--- src/rtl/tphm_pkg.sv ---
// Shared types, codes and constants of the heartbeat ping monitor.
package tphm_pkg;

  localparam int TASK_SLOTS_DEF = 16;
  localparam int MASK_W         = 16;

  localparam int CMD_W     = 2;
  localparam int MTYPE_W   = 2;
  localparam int KIND_W    = 3;
  localparam int TIME_W    = 64;
  localparam int ID_W      = 8;
  localparam int PAYLOAD_W = 32;
  localparam int SEQ_W     = 16;
  localparam int NTASK_W   = 5;
  localparam int OWN_W     = 4;
  localparam int CFG_IDX_W = 3;
  localparam int CFG_DAT_W = 32;

  localparam int IN_TDATA_W  = 128;
  localparam int IN_TUSER_W  = 4;
  localparam int OUT_TDATA_W = 112;

  // Command codes.
  localparam logic [CMD_W-1:0] CMD_CLEAR = 2'd0;
  localparam logic [CMD_W-1:0] CMD_MSG   = 2'd1;
  localparam logic [CMD_W-1:0] CMD_POLL  = 2'd2;

  // Message types.
  localparam logic [MTYPE_W-1:0] MSG_TEST  = 2'd0;
  localparam logic [MTYPE_W-1:0] MSG_PING  = 2'd1;
  localparam logic [MTYPE_W-1:0] MSG_ECHO  = 2'd2;
  localparam logic [MTYPE_W-1:0] MSG_OTHER = 2'd3;

  // Result kinds.
  localparam logic [KIND_W-1:0] KIND_ECHO_REPLY   = 3'd0;
  localparam logic [KIND_W-1:0] KIND_PING_REQ     = 3'd1;
  localparam logic [KIND_W-1:0] KIND_LATE_ECHO    = 3'd2;
  localparam logic [KIND_W-1:0] KIND_INVALID_ECHO = 3'd3;
  localparam logic [KIND_W-1:0] KIND_ONTIME_ECHO  = 3'd4;

  // Configuration register indexes.
  localparam logic [CFG_IDX_W-1:0] REG_NUM_TASKS   = 3'd0;
  localparam logic [CFG_IDX_W-1:0] REG_OWN_INDEX   = 3'd1;
  localparam logic [CFG_IDX_W-1:0] REG_HOST_ID     = 3'd2;
  localparam logic [CFG_IDX_W-1:0] REG_TIMEOUT     = 3'd3;
  localparam logic [CFG_IDX_W-1:0] REG_INTERVAL    = 3'd4;
  localparam logic [CFG_IDX_W-1:0] REG_MAX_COUNTER = 3'd5;

  // Register reset values.
  localparam logic [NTASK_W-1:0]   NUM_TASKS_RST   = 5'd16;
  localparam logic [OWN_W-1:0]     OWN_INDEX_RST   = 4'd0;
  localparam logic [ID_W-1:0]      HOST_ID_RST     = 8'd0;
  localparam logic [CFG_DAT_W-1:0] TIMEOUT_RST     = 32'd1000000;
  localparam logic [CFG_DAT_W-1:0] INTERVAL_RST    = 32'd1000000;
  localparam logic [SEQ_W-1:0]     MAX_COUNTER_RST = 16'hFFFF;

  typedef enum logic [2:0] {
    ST_IDLE   = 3'b001,
    ST_DECODE = 3'b010,
    ST_SCAN   = 3'b100
  } tphm_state_t;

  // Commands from the controller to the datapath.
  typedef struct packed {
    logic latch;
    logic clear;
    logic emit_reply;
    logic emit_check;
    logic round_start;
    logic emit_ping;
  } tphm_ctl_t;

  // Status from the datapath to the controller.
  typedef struct packed {
    logic [CMD_W-1:0]   cmd;
    logic [MTYPE_W-1:0] msg_type;
    logic               round_due;
    logic               elig_empty;
    logic               elig_last;
    logic               out_free;
  } tphm_stat_t;

endpackage

--- src/rtl/tphm_ctrl.sv ---
// Control state machine of the heartbeat ping monitor.
module tphm_ctrl
  import tphm_pkg::*;
(
  input  logic       clk,
  input  logic       rst_n,
  input  logic       in_tvalid,
  output logic       in_tready,
  input  tphm_stat_t stat,
  output tphm_ctl_t  ctl
);

  tphm_state_t state_r, state_nxt;

  always_ff @(posedge clk) begin
    if (!rst_n) begin
      state_r <= ST_IDLE;
    end else begin
      state_r <= state_nxt;
    end
  end

  always_comb begin
    state_nxt = state_r;
    ctl       = '0;
    in_tready = 1'b0;
    case (state_r)
      ST_IDLE: begin
        // No beat is taken while reset is held.
        in_tready = rst_n;
        if (in_tvalid && rst_n) begin
          ctl.latch = 1'b1;
          state_nxt = ST_DECODE;
        end
      end
      ST_DECODE: begin
        case (stat.cmd)
          CMD_CLEAR: begin
            ctl.clear = 1'b1;
            state_nxt = ST_IDLE;
          end
          CMD_MSG: begin
            if (stat.msg_type == MSG_PING || stat.msg_type == MSG_ECHO) begin
              // Hold here until the output register can take the result.
              if (stat.out_free) begin
                ctl.emit_reply = (stat.msg_type == MSG_PING);
                ctl.emit_check = (stat.msg_type == MSG_ECHO);
                state_nxt      = ST_IDLE;
              end
            end else begin
              state_nxt = ST_IDLE;
            end
          end
          CMD_POLL: begin
            if (stat.round_due) begin
              ctl.round_start = 1'b1;
              state_nxt       = ST_SCAN;
            end else begin
              state_nxt = ST_IDLE;
            end
          end
          default: begin
            state_nxt = ST_IDLE;
          end
        endcase
      end
      ST_SCAN: begin
        if (stat.elig_empty) begin
          state_nxt = ST_IDLE;
        end else if (stat.out_free) begin
          ctl.emit_ping = 1'b1;
          if (stat.elig_last) begin
            state_nxt = ST_IDLE;
          end
        end
      end
      default: begin
        state_nxt = ST_IDLE;
      end
    endcase
  end

  a_emit_free: assert property (@(posedge clk) disable iff (!rst_n)
    (ctl.emit_reply || ctl.emit_check || ctl.emit_ping) |-> stat.out_free)
    else $error("result emitted while output register is occupied");

  a_emit_one: assert property (@(posedge clk) disable iff (!rst_n)
    $onehot0({ctl.emit_reply, ctl.emit_check, ctl.emit_ping, ctl.latch}))
    else $error("conflicting datapath commands");

  a_accept_decode: assert property (@(posedge clk) disable iff (!rst_n)
    (in_tvalid && in_tready) |=> (state_r == ST_DECODE))
    else $error("accepted beat not followed by decode");

endmodule

--- src/rtl/tphm_datapath.sv ---
// Datapath of the heartbeat ping monitor: registers, slot table and output register.
module tphm_datapath
  import tphm_pkg::*;
#(
  parameter int TASK_SLOTS = TASK_SLOTS_DEF
) (
  input  logic                   clk,
  input  logic                   rst_n,
  input  logic [IN_TDATA_W-1:0]  in_tdata,
  input  logic [IN_TUSER_W-1:0]  in_tuser,
  output logic                   out_tvalid,
  input  logic                   out_tready,
  output logic [OUT_TDATA_W-1:0] out_tdata,
  output logic [KIND_W-1:0]      out_tuser,
  output logic                   out_tlast,
  input  logic                   cfg_we,
  input  logic [CFG_IDX_W-1:0]   cfg_index,
  input  logic [CFG_DAT_W-1:0]   cfg_wdata,
  input  tphm_ctl_t              ctl,
  output tphm_stat_t             stat
);

  localparam int SLOT_W     = $clog2(TASK_SLOTS);
  localparam int SCAN_SLOTS = (TASK_SLOTS < MASK_W) ? TASK_SLOTS : MASK_W;
  localparam int SCAN_W     = $clog2(SCAN_SLOTS);
  localparam int ENTRY_W    = TIME_W + SEQ_W;

  // Configuration registers.
  logic [NTASK_W-1:0]   num_tasks_r;
  logic [OWN_W-1:0]     own_index_r;
  logic [ID_W-1:0]      host_id_r;
  logic [CFG_DAT_W-1:0] timeout_r;
  logic [CFG_DAT_W-1:0] interval_r;
  logic [SEQ_W-1:0]     max_counter_r;

  always_ff @(posedge clk) begin
    if (!rst_n) begin
      num_tasks_r   <= NUM_TASKS_RST;
      own_index_r   <= OWN_INDEX_RST;
      host_id_r     <= HOST_ID_RST;
      timeout_r     <= TIMEOUT_RST;
      interval_r    <= INTERVAL_RST;
      max_counter_r <= MAX_COUNTER_RST;
    end else if (cfg_we) begin
      case (cfg_index)
        REG_NUM_TASKS:   num_tasks_r   <= cfg_wdata[NTASK_W-1:0];
        REG_OWN_INDEX:   own_index_r   <= cfg_wdata[OWN_W-1:0];
        REG_HOST_ID:     host_id_r     <= cfg_wdata[ID_W-1:0];
        REG_TIMEOUT:     timeout_r     <= cfg_wdata;
        REG_INTERVAL:    interval_r    <= cfg_wdata;
        REG_MAX_COUNTER: max_counter_r <= cfg_wdata[SEQ_W-1:0];
        default: ;
      endcase
    end
  end

  // Input beat fields.
  logic [TIME_W-1:0]    in_now;
  logic [ID_W-1:0]      in_stask;
  logic [ID_W-1:0]      in_shost;
  logic [PAYLOAD_W-1:0] in_payload;
  logic [MASK_W-1:0]    in_mask;

  assign in_now     = in_tdata[63:0];
  assign in_stask   = in_tdata[71:64];
  assign in_shost   = in_tdata[79:72];
  assign in_payload = in_tdata[111:80];
  assign in_mask    = in_tdata[127:112];

  logic [CMD_W-1:0]     cmd_r;
  logic [MTYPE_W-1:0]   mtype_r;
  logic [TIME_W-1:0]    now_r;
  logic [ID_W-1:0]      stask_r;
  logic [ID_W-1:0]      shost_r;
  logic [PAYLOAD_W-1:0] payload_r;
  logic [MASK_W-1:0]    mask_r;

  always_ff @(posedge clk) begin
    if (ctl.latch) begin
      cmd_r     <= in_tuser[1:0];
      mtype_r   <= in_tuser[3:2];
      now_r     <= in_now;
      stask_r   <= in_stask;
      shost_r   <= in_shost;
      payload_r <= in_payload;
      mask_r    <= in_mask;
    end
  end

  // Slot table: send time and sequence number per slot, pending flags in flops.
  logic [ENTRY_W-1:0]    table_mem [TASK_SLOTS];
  logic [ENTRY_W-1:0]    rd_r;
  logic [TASK_SLOTS-1:0] seq_valid_r;
  logic [SEQ_W-1:0]      ping_seq_r;
  logic [TIME_W-1:0]     next_round_r;
  logic [SCAN_SLOTS-1:0] elig_r;

  // Lowest eligible slot of the current round.
  logic [SCAN_SLOTS-1:0] scan_onehot;
  logic [SCAN_W-1:0]     scan_idx;
  logic [SLOT_W-1:0]     scan_slot;
  logic [SEQ_W-1:0]      seq_inc;
  logic [SCAN_SLOTS-1:0] elig_new;

  assign scan_onehot = elig_r & (~elig_r + 1'b1);
  assign scan_slot   = SLOT_W'(scan_idx);
  assign seq_inc     = ping_seq_r + 1'b1;

  always_comb begin
    scan_idx = '0;
    for (int j = 0; j < SCAN_SLOTS; j++) begin
      if (scan_onehot[j]) begin
        scan_idx = scan_idx | SCAN_W'(j);
      end
    end
  end

  always_comb begin
    for (int j = 0; j < SCAN_SLOTS; j++) begin
      elig_new[j] = (NTASK_W'(j) < num_tasks_r) && !mask_r[j] &&
                    (OWN_W'(j) != own_index_r);
    end
  end

  always_ff @(posedge clk) begin
    if (ctl.latch) begin
      rd_r <= table_mem[in_stask[SLOT_W-1:0]];
    end
    if (ctl.emit_ping) begin
      table_mem[scan_slot] <= {now_r, ping_seq_r};
    end
  end

  always_ff @(posedge clk) begin
    if (!rst_n) begin
      seq_valid_r  <= '0;
      ping_seq_r   <= '0;
      next_round_r <= '0;
      elig_r       <= '0;
    end else begin
      if (ctl.clear) begin
        seq_valid_r  <= '0;
        ping_seq_r   <= '0;
        next_round_r <= '0;
      end
      if (ctl.round_start) begin
        next_round_r <= now_r + TIME_W'(interval_r);
        elig_r       <= elig_new;
      end
      if (ctl.emit_ping) begin
        seq_valid_r[scan_slot] <= 1'b1;
        elig_r                 <= elig_r & ~scan_onehot;
        ping_seq_r             <= (seq_inc >= max_counter_r) ? '0 : seq_inc;
      end
    end
  end

  // Echo check against the entry read at accept time.
  logic [TIME_W-1:0] delay_w;
  logic              echo_ok;
  logic              echo_late;

  assign delay_w   = now_r - rd_r[ENTRY_W-1:SEQ_W];
  assign echo_late = delay_w > TIME_W'(timeout_r);
  assign echo_ok   = (stask_r < ID_W'(TASK_SLOTS)) && seq_valid_r[stask_r[SLOT_W-1:0]] &&
                     (payload_r == PAYLOAD_W'(rd_r[SEQ_W-1:0]));

  // Output register.
  logic                 out_valid_r;
  logic [KIND_W-1:0]    out_kind_r;
  logic [ID_W-1:0]      out_host_r;
  logic [ID_W-1:0]      out_task_r;
  logic [PAYLOAD_W-1:0] out_payload_r;
  logic [TIME_W-1:0]    out_delay_r;
  logic                 out_last_r;

  always_ff @(posedge clk) begin
    if (!rst_n) begin
      out_valid_r <= 1'b0;
    end else if (ctl.emit_reply || ctl.emit_check || ctl.emit_ping) begin
      out_valid_r <= 1'b1;
    end else if (out_tready) begin
      out_valid_r <= 1'b0;
    end
  end

  always_ff @(posedge clk) begin
    if (ctl.emit_reply) begin
      out_kind_r    <= KIND_ECHO_REPLY;
      out_host_r    <= shost_r;
      out_task_r    <= stask_r;
      out_payload_r <= payload_r;
      out_delay_r   <= '0;
      out_last_r    <= 1'b1;
    end else if (ctl.emit_check) begin
      out_kind_r    <= !echo_ok ? KIND_INVALID_ECHO :
                       (echo_late ? KIND_LATE_ECHO : KIND_ONTIME_ECHO);
      out_host_r    <= shost_r;
      out_task_r    <= stask_r;
      out_payload_r <= payload_r;
      out_delay_r   <= echo_ok ? delay_w : '0;
      out_last_r    <= 1'b1;
    end else if (ctl.emit_ping) begin
      out_kind_r    <= KIND_PING_REQ;
      out_host_r    <= host_id_r;
      out_task_r    <= ID_W'(scan_idx);
      out_payload_r <= PAYLOAD_W'(ping_seq_r);
      out_delay_r   <= '0;
      out_last_r    <= ((elig_r & ~scan_onehot) == '0);
    end
  end

  assign out_tvalid = out_valid_r;
  assign out_tdata  = {out_delay_r, out_payload_r, out_task_r, out_host_r};
  assign out_tuser  = out_kind_r;
  assign out_tlast  = out_last_r;

  assign stat.cmd        = cmd_r;
  assign stat.msg_type   = mtype_r;
  assign stat.round_due  = now_r >= next_round_r;
  assign stat.elig_empty = (elig_r == '0);
  assign stat.elig_last  = ((elig_r & ~scan_onehot) == '0);
  assign stat.out_free   = !out_valid_r || out_tready;

  a_clear: assert property (@(posedge clk) disable iff (!rst_n)
    ctl.clear |=> (seq_valid_r == '0) && (ping_seq_r == '0) && (next_round_r == '0))
    else $error("clear left pending state behind");

  a_ping_pending: assert property (@(posedge clk) disable iff (!rst_n)
    ctl.emit_ping |-> (elig_r != '0))
    else $error("ping emitted with no eligible slot");

  a_ping_out: assert property (@(posedge clk) disable iff (!rst_n)
    ctl.emit_ping |=> out_valid_r && (out_kind_r == KIND_PING_REQ))
    else $error("ping request not loaded into output register");

endmodule

--- src/rtl/task_heartbeat_ping_monitor_top.sv ---
// Top level of the heartbeat ping monitor: controller plus datapath.
// Flow: a beat is accepted in idle, then decoded; a reply or echo check is registered from decode,
// and a round's pings are registered from the scan state entered after decode. A result waits while
// the output register is full, and a ping round stretches while the output register is held; the
// controller takes no new beat until it is back in idle.
// Reset (sync, active low) loads register defaults and clears pending flags, counter and timer.
module task_heartbeat_ping_monitor_top
  import tphm_pkg::*;
#(
  parameter int TASK_SLOTS = TASK_SLOTS_DEF
) (
  input  logic                   clk,
  input  logic                   rst_n,
  input  logic                   in_tvalid,
  output logic                   in_tready,
  // now, sender_task, sender_host, msg_payload, sleeping_mask
  input  logic [IN_TDATA_W-1:0]  in_tdata,
  // cmd, msg_type
  input  logic [IN_TUSER_W-1:0]  in_tuser,
  output logic                   out_tvalid,
  input  logic                   out_tready,
  // dest_host, dest_task, out_payload, delay
  output logic [OUT_TDATA_W-1:0] out_tdata,
  // kind
  output logic [KIND_W-1:0]      out_tuser,
  output logic                   out_tlast,
  input  logic                   cfg_we,
  input  logic [CFG_IDX_W-1:0]   cfg_index,
  input  logic [CFG_DAT_W-1:0]   cfg_wdata
);

  tphm_ctl_t  ctl;
  tphm_stat_t stat;

  tphm_ctrl u_ctrl (
    .clk       (clk),
    .rst_n     (rst_n),
    .in_tvalid (in_tvalid),
    .in_tready (in_tready),
    .stat      (stat),
    .ctl       (ctl)
  );

  tphm_datapath #(
    .TASK_SLOTS (TASK_SLOTS)
  ) u_datapath (
    .clk        (clk),
    .rst_n      (rst_n),
    .in_tdata   (in_tdata),
    .in_tuser   (in_tuser),
    .out_tvalid (out_tvalid),
    .out_tready (out_tready),
    .out_tdata  (out_tdata),
    .out_tuser  (out_tuser),
    .out_tlast  (out_tlast),
    .cfg_we     (cfg_we),
    .cfg_index  (cfg_index),
    .cfg_wdata  (cfg_wdata),
    .ctl        (ctl),
    .stat       (stat)
  );

endmodule

--- config.mk ---
export PLATFORM = sky130hd
export DESIGN_NAME = task_heartbeat_ping_monitor_top
export DESIGN_NICKNAME = d
export VERILOG_FILES = /design/src/rtl/tphm_pkg.sv /design/src/rtl/tphm_ctrl.sv /design/src/rtl/tphm_datapath.sv /design/src/rtl/task_heartbeat_ping_monitor_top.sv
export SDC_FILE = /design/constraint.sdc
export NUM_CORES = 2
export LEC_CHECK = 0
export BUFFER_PORTS_ARGS = -buffer_cell sky130_fd_sc_hd__buf_2
export CORE_UTILIZATION = 55
export CTS_CLUSTER_DIAMETER = 200
export DETAILED_ROUTE_END_ITERATION = 7
export PLACE_DENSITY = 0.82
export SYNTH_ARGS = -nofsm -noshare
export SYNTH_HDL_FRONTEND = slang
export SYNTH_SLANG_ARGS = --single-unit
--- constraint.sdc ---
create_clock -name clk -period 7.8 [get_ports clk]
set_input_delay 1.17 -clock clk [delete_from_list [all_inputs] [get_ports clk]]
set_output_delay 1.17 -clock clk [all_outputs]
set_load 0.05 [all_outputs]
==> metrics.md <==
| Metric | Value |
|---|---|
| Post-synthesis mux area share | `0.1258` |
| Residual DRC | `0` |
| Max Root-Sink Buffers | `3` |
| Post-Route WL | `213400 um` |
| Clk slew on worst S/H paths | `0.06 ns` |
| Iter 0 DRT Violations | `6208` |
| Post-Synth Simple-Gate Area | `0.05399` |
| Switch Pwr | `4618 uW` |
| CTS Root Cell | `clkbuf_16` |
| Die height | `373.9 um` |
| Logic pwr share | `0.060` |
| Area Growth Syn to Fin | `12.66%` |
| Final GP Congestion | `0.9669` |
| Synthesized instance count | `4649` |
| Initial DRT Pass Iterations | `6` |
| CP arrival | `7.04 ns` |
| Gr ovfl total | `0` |
| Flop pwr share | `0.515` |
| Share of cells above drive strength 1 | `0.2207` |
| Max-Cap Viols | `0` |
| Final setup violation count | `0` |
| Period utilization | `0.8142` |
| Via Count | `45735` |
| Area leader, netlist | `edfxtp_1` |
| Synth top area cells | `edfxtp_1 (61%), mux4_2 (12%), dfxtp_1 (7.4%)` |
| Power Internal | `16160 uW` |
| Starting density of the core | `0.5541` |
| Synthesized area | `76090 um^2` |
| RSZ-0062 raised after global routing | `false` |
| Largest family of logic cells by synthesized area | `multiplexers` |
| TritonCTS clock tree | `done` |
| Average wire per standard cell | `30.80 um` |
| Hold Startpoint | `u_datapath.next_round_r[36]` |
| Initial antenna violation count | `21` |
| Outcome | `complete, no violations` |
| FMAX | `0.1575 GHz` |
| Final Max Tran Viols | `0` |
| IO Pins | `290` |
| FF+latch count, synth | `1821` |
| DIE AREA | `139800 um^2` |
| Post-layout minimum cycle time | `6.350 ns` |
| Net Sw Frac | `0.2222` |
| Critical path endpoint category | `register` |
| Post-synth EDFFs | `1540` |
| First-pass GRT wire length | `308900 um` |
| Pin count of the biggest net entering global routing | `144` |
| Antenna violation net count after detailed routing | `0` |
| Reg2Reg Launch Point | `u_datapath.now_r[4]` |
| Worst setup SP type | `register` |
| Critical path required time | `8.49 ns` |
| Critical path peak fanout | `19` |
| Die Wd | `373.9 um` |
| Post-Syn Nets | `5033` |
| Compound-gate portion of the synthesized area | `0.06563` |
| Critical Path Source | `u_datapath.now_r[4]` |
| Average vias per placed instance | `6.602` |
| Setup Skew | `0.04353 ns` |
| Nets | `5368` |
| Critical Path, Cell by Cell | `ha_1, a21o_1, nand2b_4, o21a_4, o311ai_4, o21ai_0, nor2b_1, nor2_1, o21bai_1, nand2_1, nand2_1, xor2_1, ha_1, nand4_1, or3_1, nor2_1, nand4_1, a2111oi_0, and4b_1, nand4_1, or4_4, o2bb2ai_2` |
| Worst path slowest cell | `edfxtp_1` |
| Synth Area per Inst | `16.37 um^2` |
| Row cnt | `136` |
| VDD IR max | `0.2257 mV` |
| Utilization after layout | `0.6242` |
| Cell Pwr Density | `242.4 nW/um^2` |
| Async set-reset flop share out of synthesis | `0` |
| H-tree depth | `4` |
| Netlist cell types | `106` |
| Slew HR | `0.1379` |
| Number of global-route vias before repair | `45347` |
| Area share of the largest cell type after synthesis | `0.6078` |
| Most used flip-flop cell after synthesis | `edfxtp_1` |
| Cts bufs inserted | `176` |
| Slew @ Worst Pin | `1.290 ns` |
| Total GRT Usage | `0.3047` |
| Port Buffers | `289` |
| CP Class | `register to register` |
| CTS Hold Bufs | `0` |
| Leak | `0.02970 uW` |
| Post-Synth Adder-Cell Area | `0.03532` |
| Clk Latency, worst-skew pair | `0.83 ns` |
| Fin Setup TNS | `0 ns` |
| Post-Synth XOR/XNOR Area | `0.01658` |
| CTS resizes | `0` |
| Dpl hpwl | `126500 um` |
| Count of final hold-check violations | `0` |
| CTS Sinks | `1821` |
| Hold Crit Class | `register to register` |
| Sequential share of the synthesized area | `0.6817` |
| Setup Fix Bufs, Post-CTS | `0` |
| Top cells by instance count after synthesis | `edfxtp_1 (1540), mux4_2 (405), nand2_1 (341)` |
| Worst path most repeated cell | `nand4_1` |
| Core area | `137300 um^2` |
| Most frequent cell after synthesis | `edfxtp_1` |
| CP peak stage delay | `0.77 ns` |
| Ys Warns | `0` |
| Clock Power Share | `0.425` |
==> cell usage in the layout (no fill, tap or decap), types with 15 or more instances in the layout <==
cell	count
a211oi_1	17
a21o_1	101
a21oi_1	248
a22o_1	57
a31oi_1	19
and2_1	31
and3_1	26
buf_2	285
buf_4	62
bufinv_16	23
clkbuf_1	30
clkbuf_16	181
clkinv_1	27
clkinv_2	27
dfxtp_1	281
edfxtp_1	1540
ha_1	210
inv_1	201
mux2_2	24
mux2i_1	18
mux4_2	405
nand2_1	340
nand2b_1	24
nand3_1	88
nand4_1	51
nor2_1	148
nor2_4	19
nor2b_1	16
nor3_1	35
o211ai_1	41
o21a_1	15
o21ai_0	115
xnor2_1	71
xor2_1	73
==> cell families after synthesis <==
kind of cell,Yosys count
compound gates,750
xor+xnor,144
fa+ha+maj,214
buf+inv,405
flops,1821
mux,447
simple gates,868
==> layer usage <==
metal / vias up / global-route usage / share of wire
met2: 3106 / 0.4789 / 0.47
met4: 18 / 0.1235 / 0.039
li1: 18913 / - / -
met3: 492 / 0.07479 / 0.12
met5: - / 0 / 0.00091
met1: 23206 / 0.4099 / 0.37
==> flip-flops by register name (all words and copies together) (netlist names), 32 cells and up <==
register and count:
u_datapath.now_r 64, u_datapath.timeout_r 32, u_datapath.rd_r 80, u_datapath.out_delay_r 64, u_datapath.out_payload_r 32, u_datapath.payload_r 32, u_datapath.next_round_r 64, u_datapath.table_mem 1280
u_datapath.interval_r 32
==> worst paths after layout <==
kind                                               endpoint  cells after the start  slack, ns
worst max register to register      u_datapath.out_tuser[1]                     22       1.45
worst max-delay path                u_datapath.out_tuser[1]                     22       1.45
worst min-delay path            u_datapath.next_round_r[36]                      2       0.45
worst min register to register  u_datapath.next_round_r[36]                      2       0.45
==> critical path: cells and delay by family (launching register included) <==
kind / cells / cell delay [ns]
and+or+nand+nor: 12 / 2.39
AOI/OAI and AO/OA: 7 / 2.21
DFF: 1 / 0.77
adders and majority gates: 2 / 0.71
xor gates and xnor gates: 1 / 0.16
==> layout make-up <==
type | count | area, um^2
Sequential cell | 1821 | 51870
Fill cell | 9175 | 51600
Multi-Input combinational cell | 2423 | 22800
Clock buffer | 217 | 4725
Tap cell | 1794 | 2245
Timing Repair Buffer | 359 | 2113
Clock inverter | 105 | 1185
Inverter | 203 | 764.5
Antenna cell | 5 | 12.51
==> power by group through the flow <==
stage,Clock (uW),Combinational (uW),Sequential [uW]
global placement,0,1210,10900
CTS,8870,1240,10700
detailed placement,0,1220,10900
floorplan,0,822,10900
global route,9200,1340,10700
finish,8830,1260,10700
==> through the flow <==
| step | total power [uW] | cell area, um^2 | hold slack [ns] | instances | setup slack [ns] |
|---|---|---|---|---|---|
| 6_report | 20780 | 85720 | 0.4537 | 6927 | 1.450 |
| 5_1_grt | 21240 | 85710 | 0.4771 | 6925 | 1.159 |
| 3_5_place_dp | 12120 | 79800 | 0.4422 | 6600 | 1.483 |
| 2_1_floorplan | 11700 | 76090 | 0.4250 | 4649 | 0.5960 |
| 3_3_place_gp | 12100 | 79800 | 0.4345 | 6600 | 1.637 |
| 4_1_cts | 20800 | 85710 | 0.4560 | 6922 | 1.470 |
No activity file was read; power rests on OpenSTA's default activity.
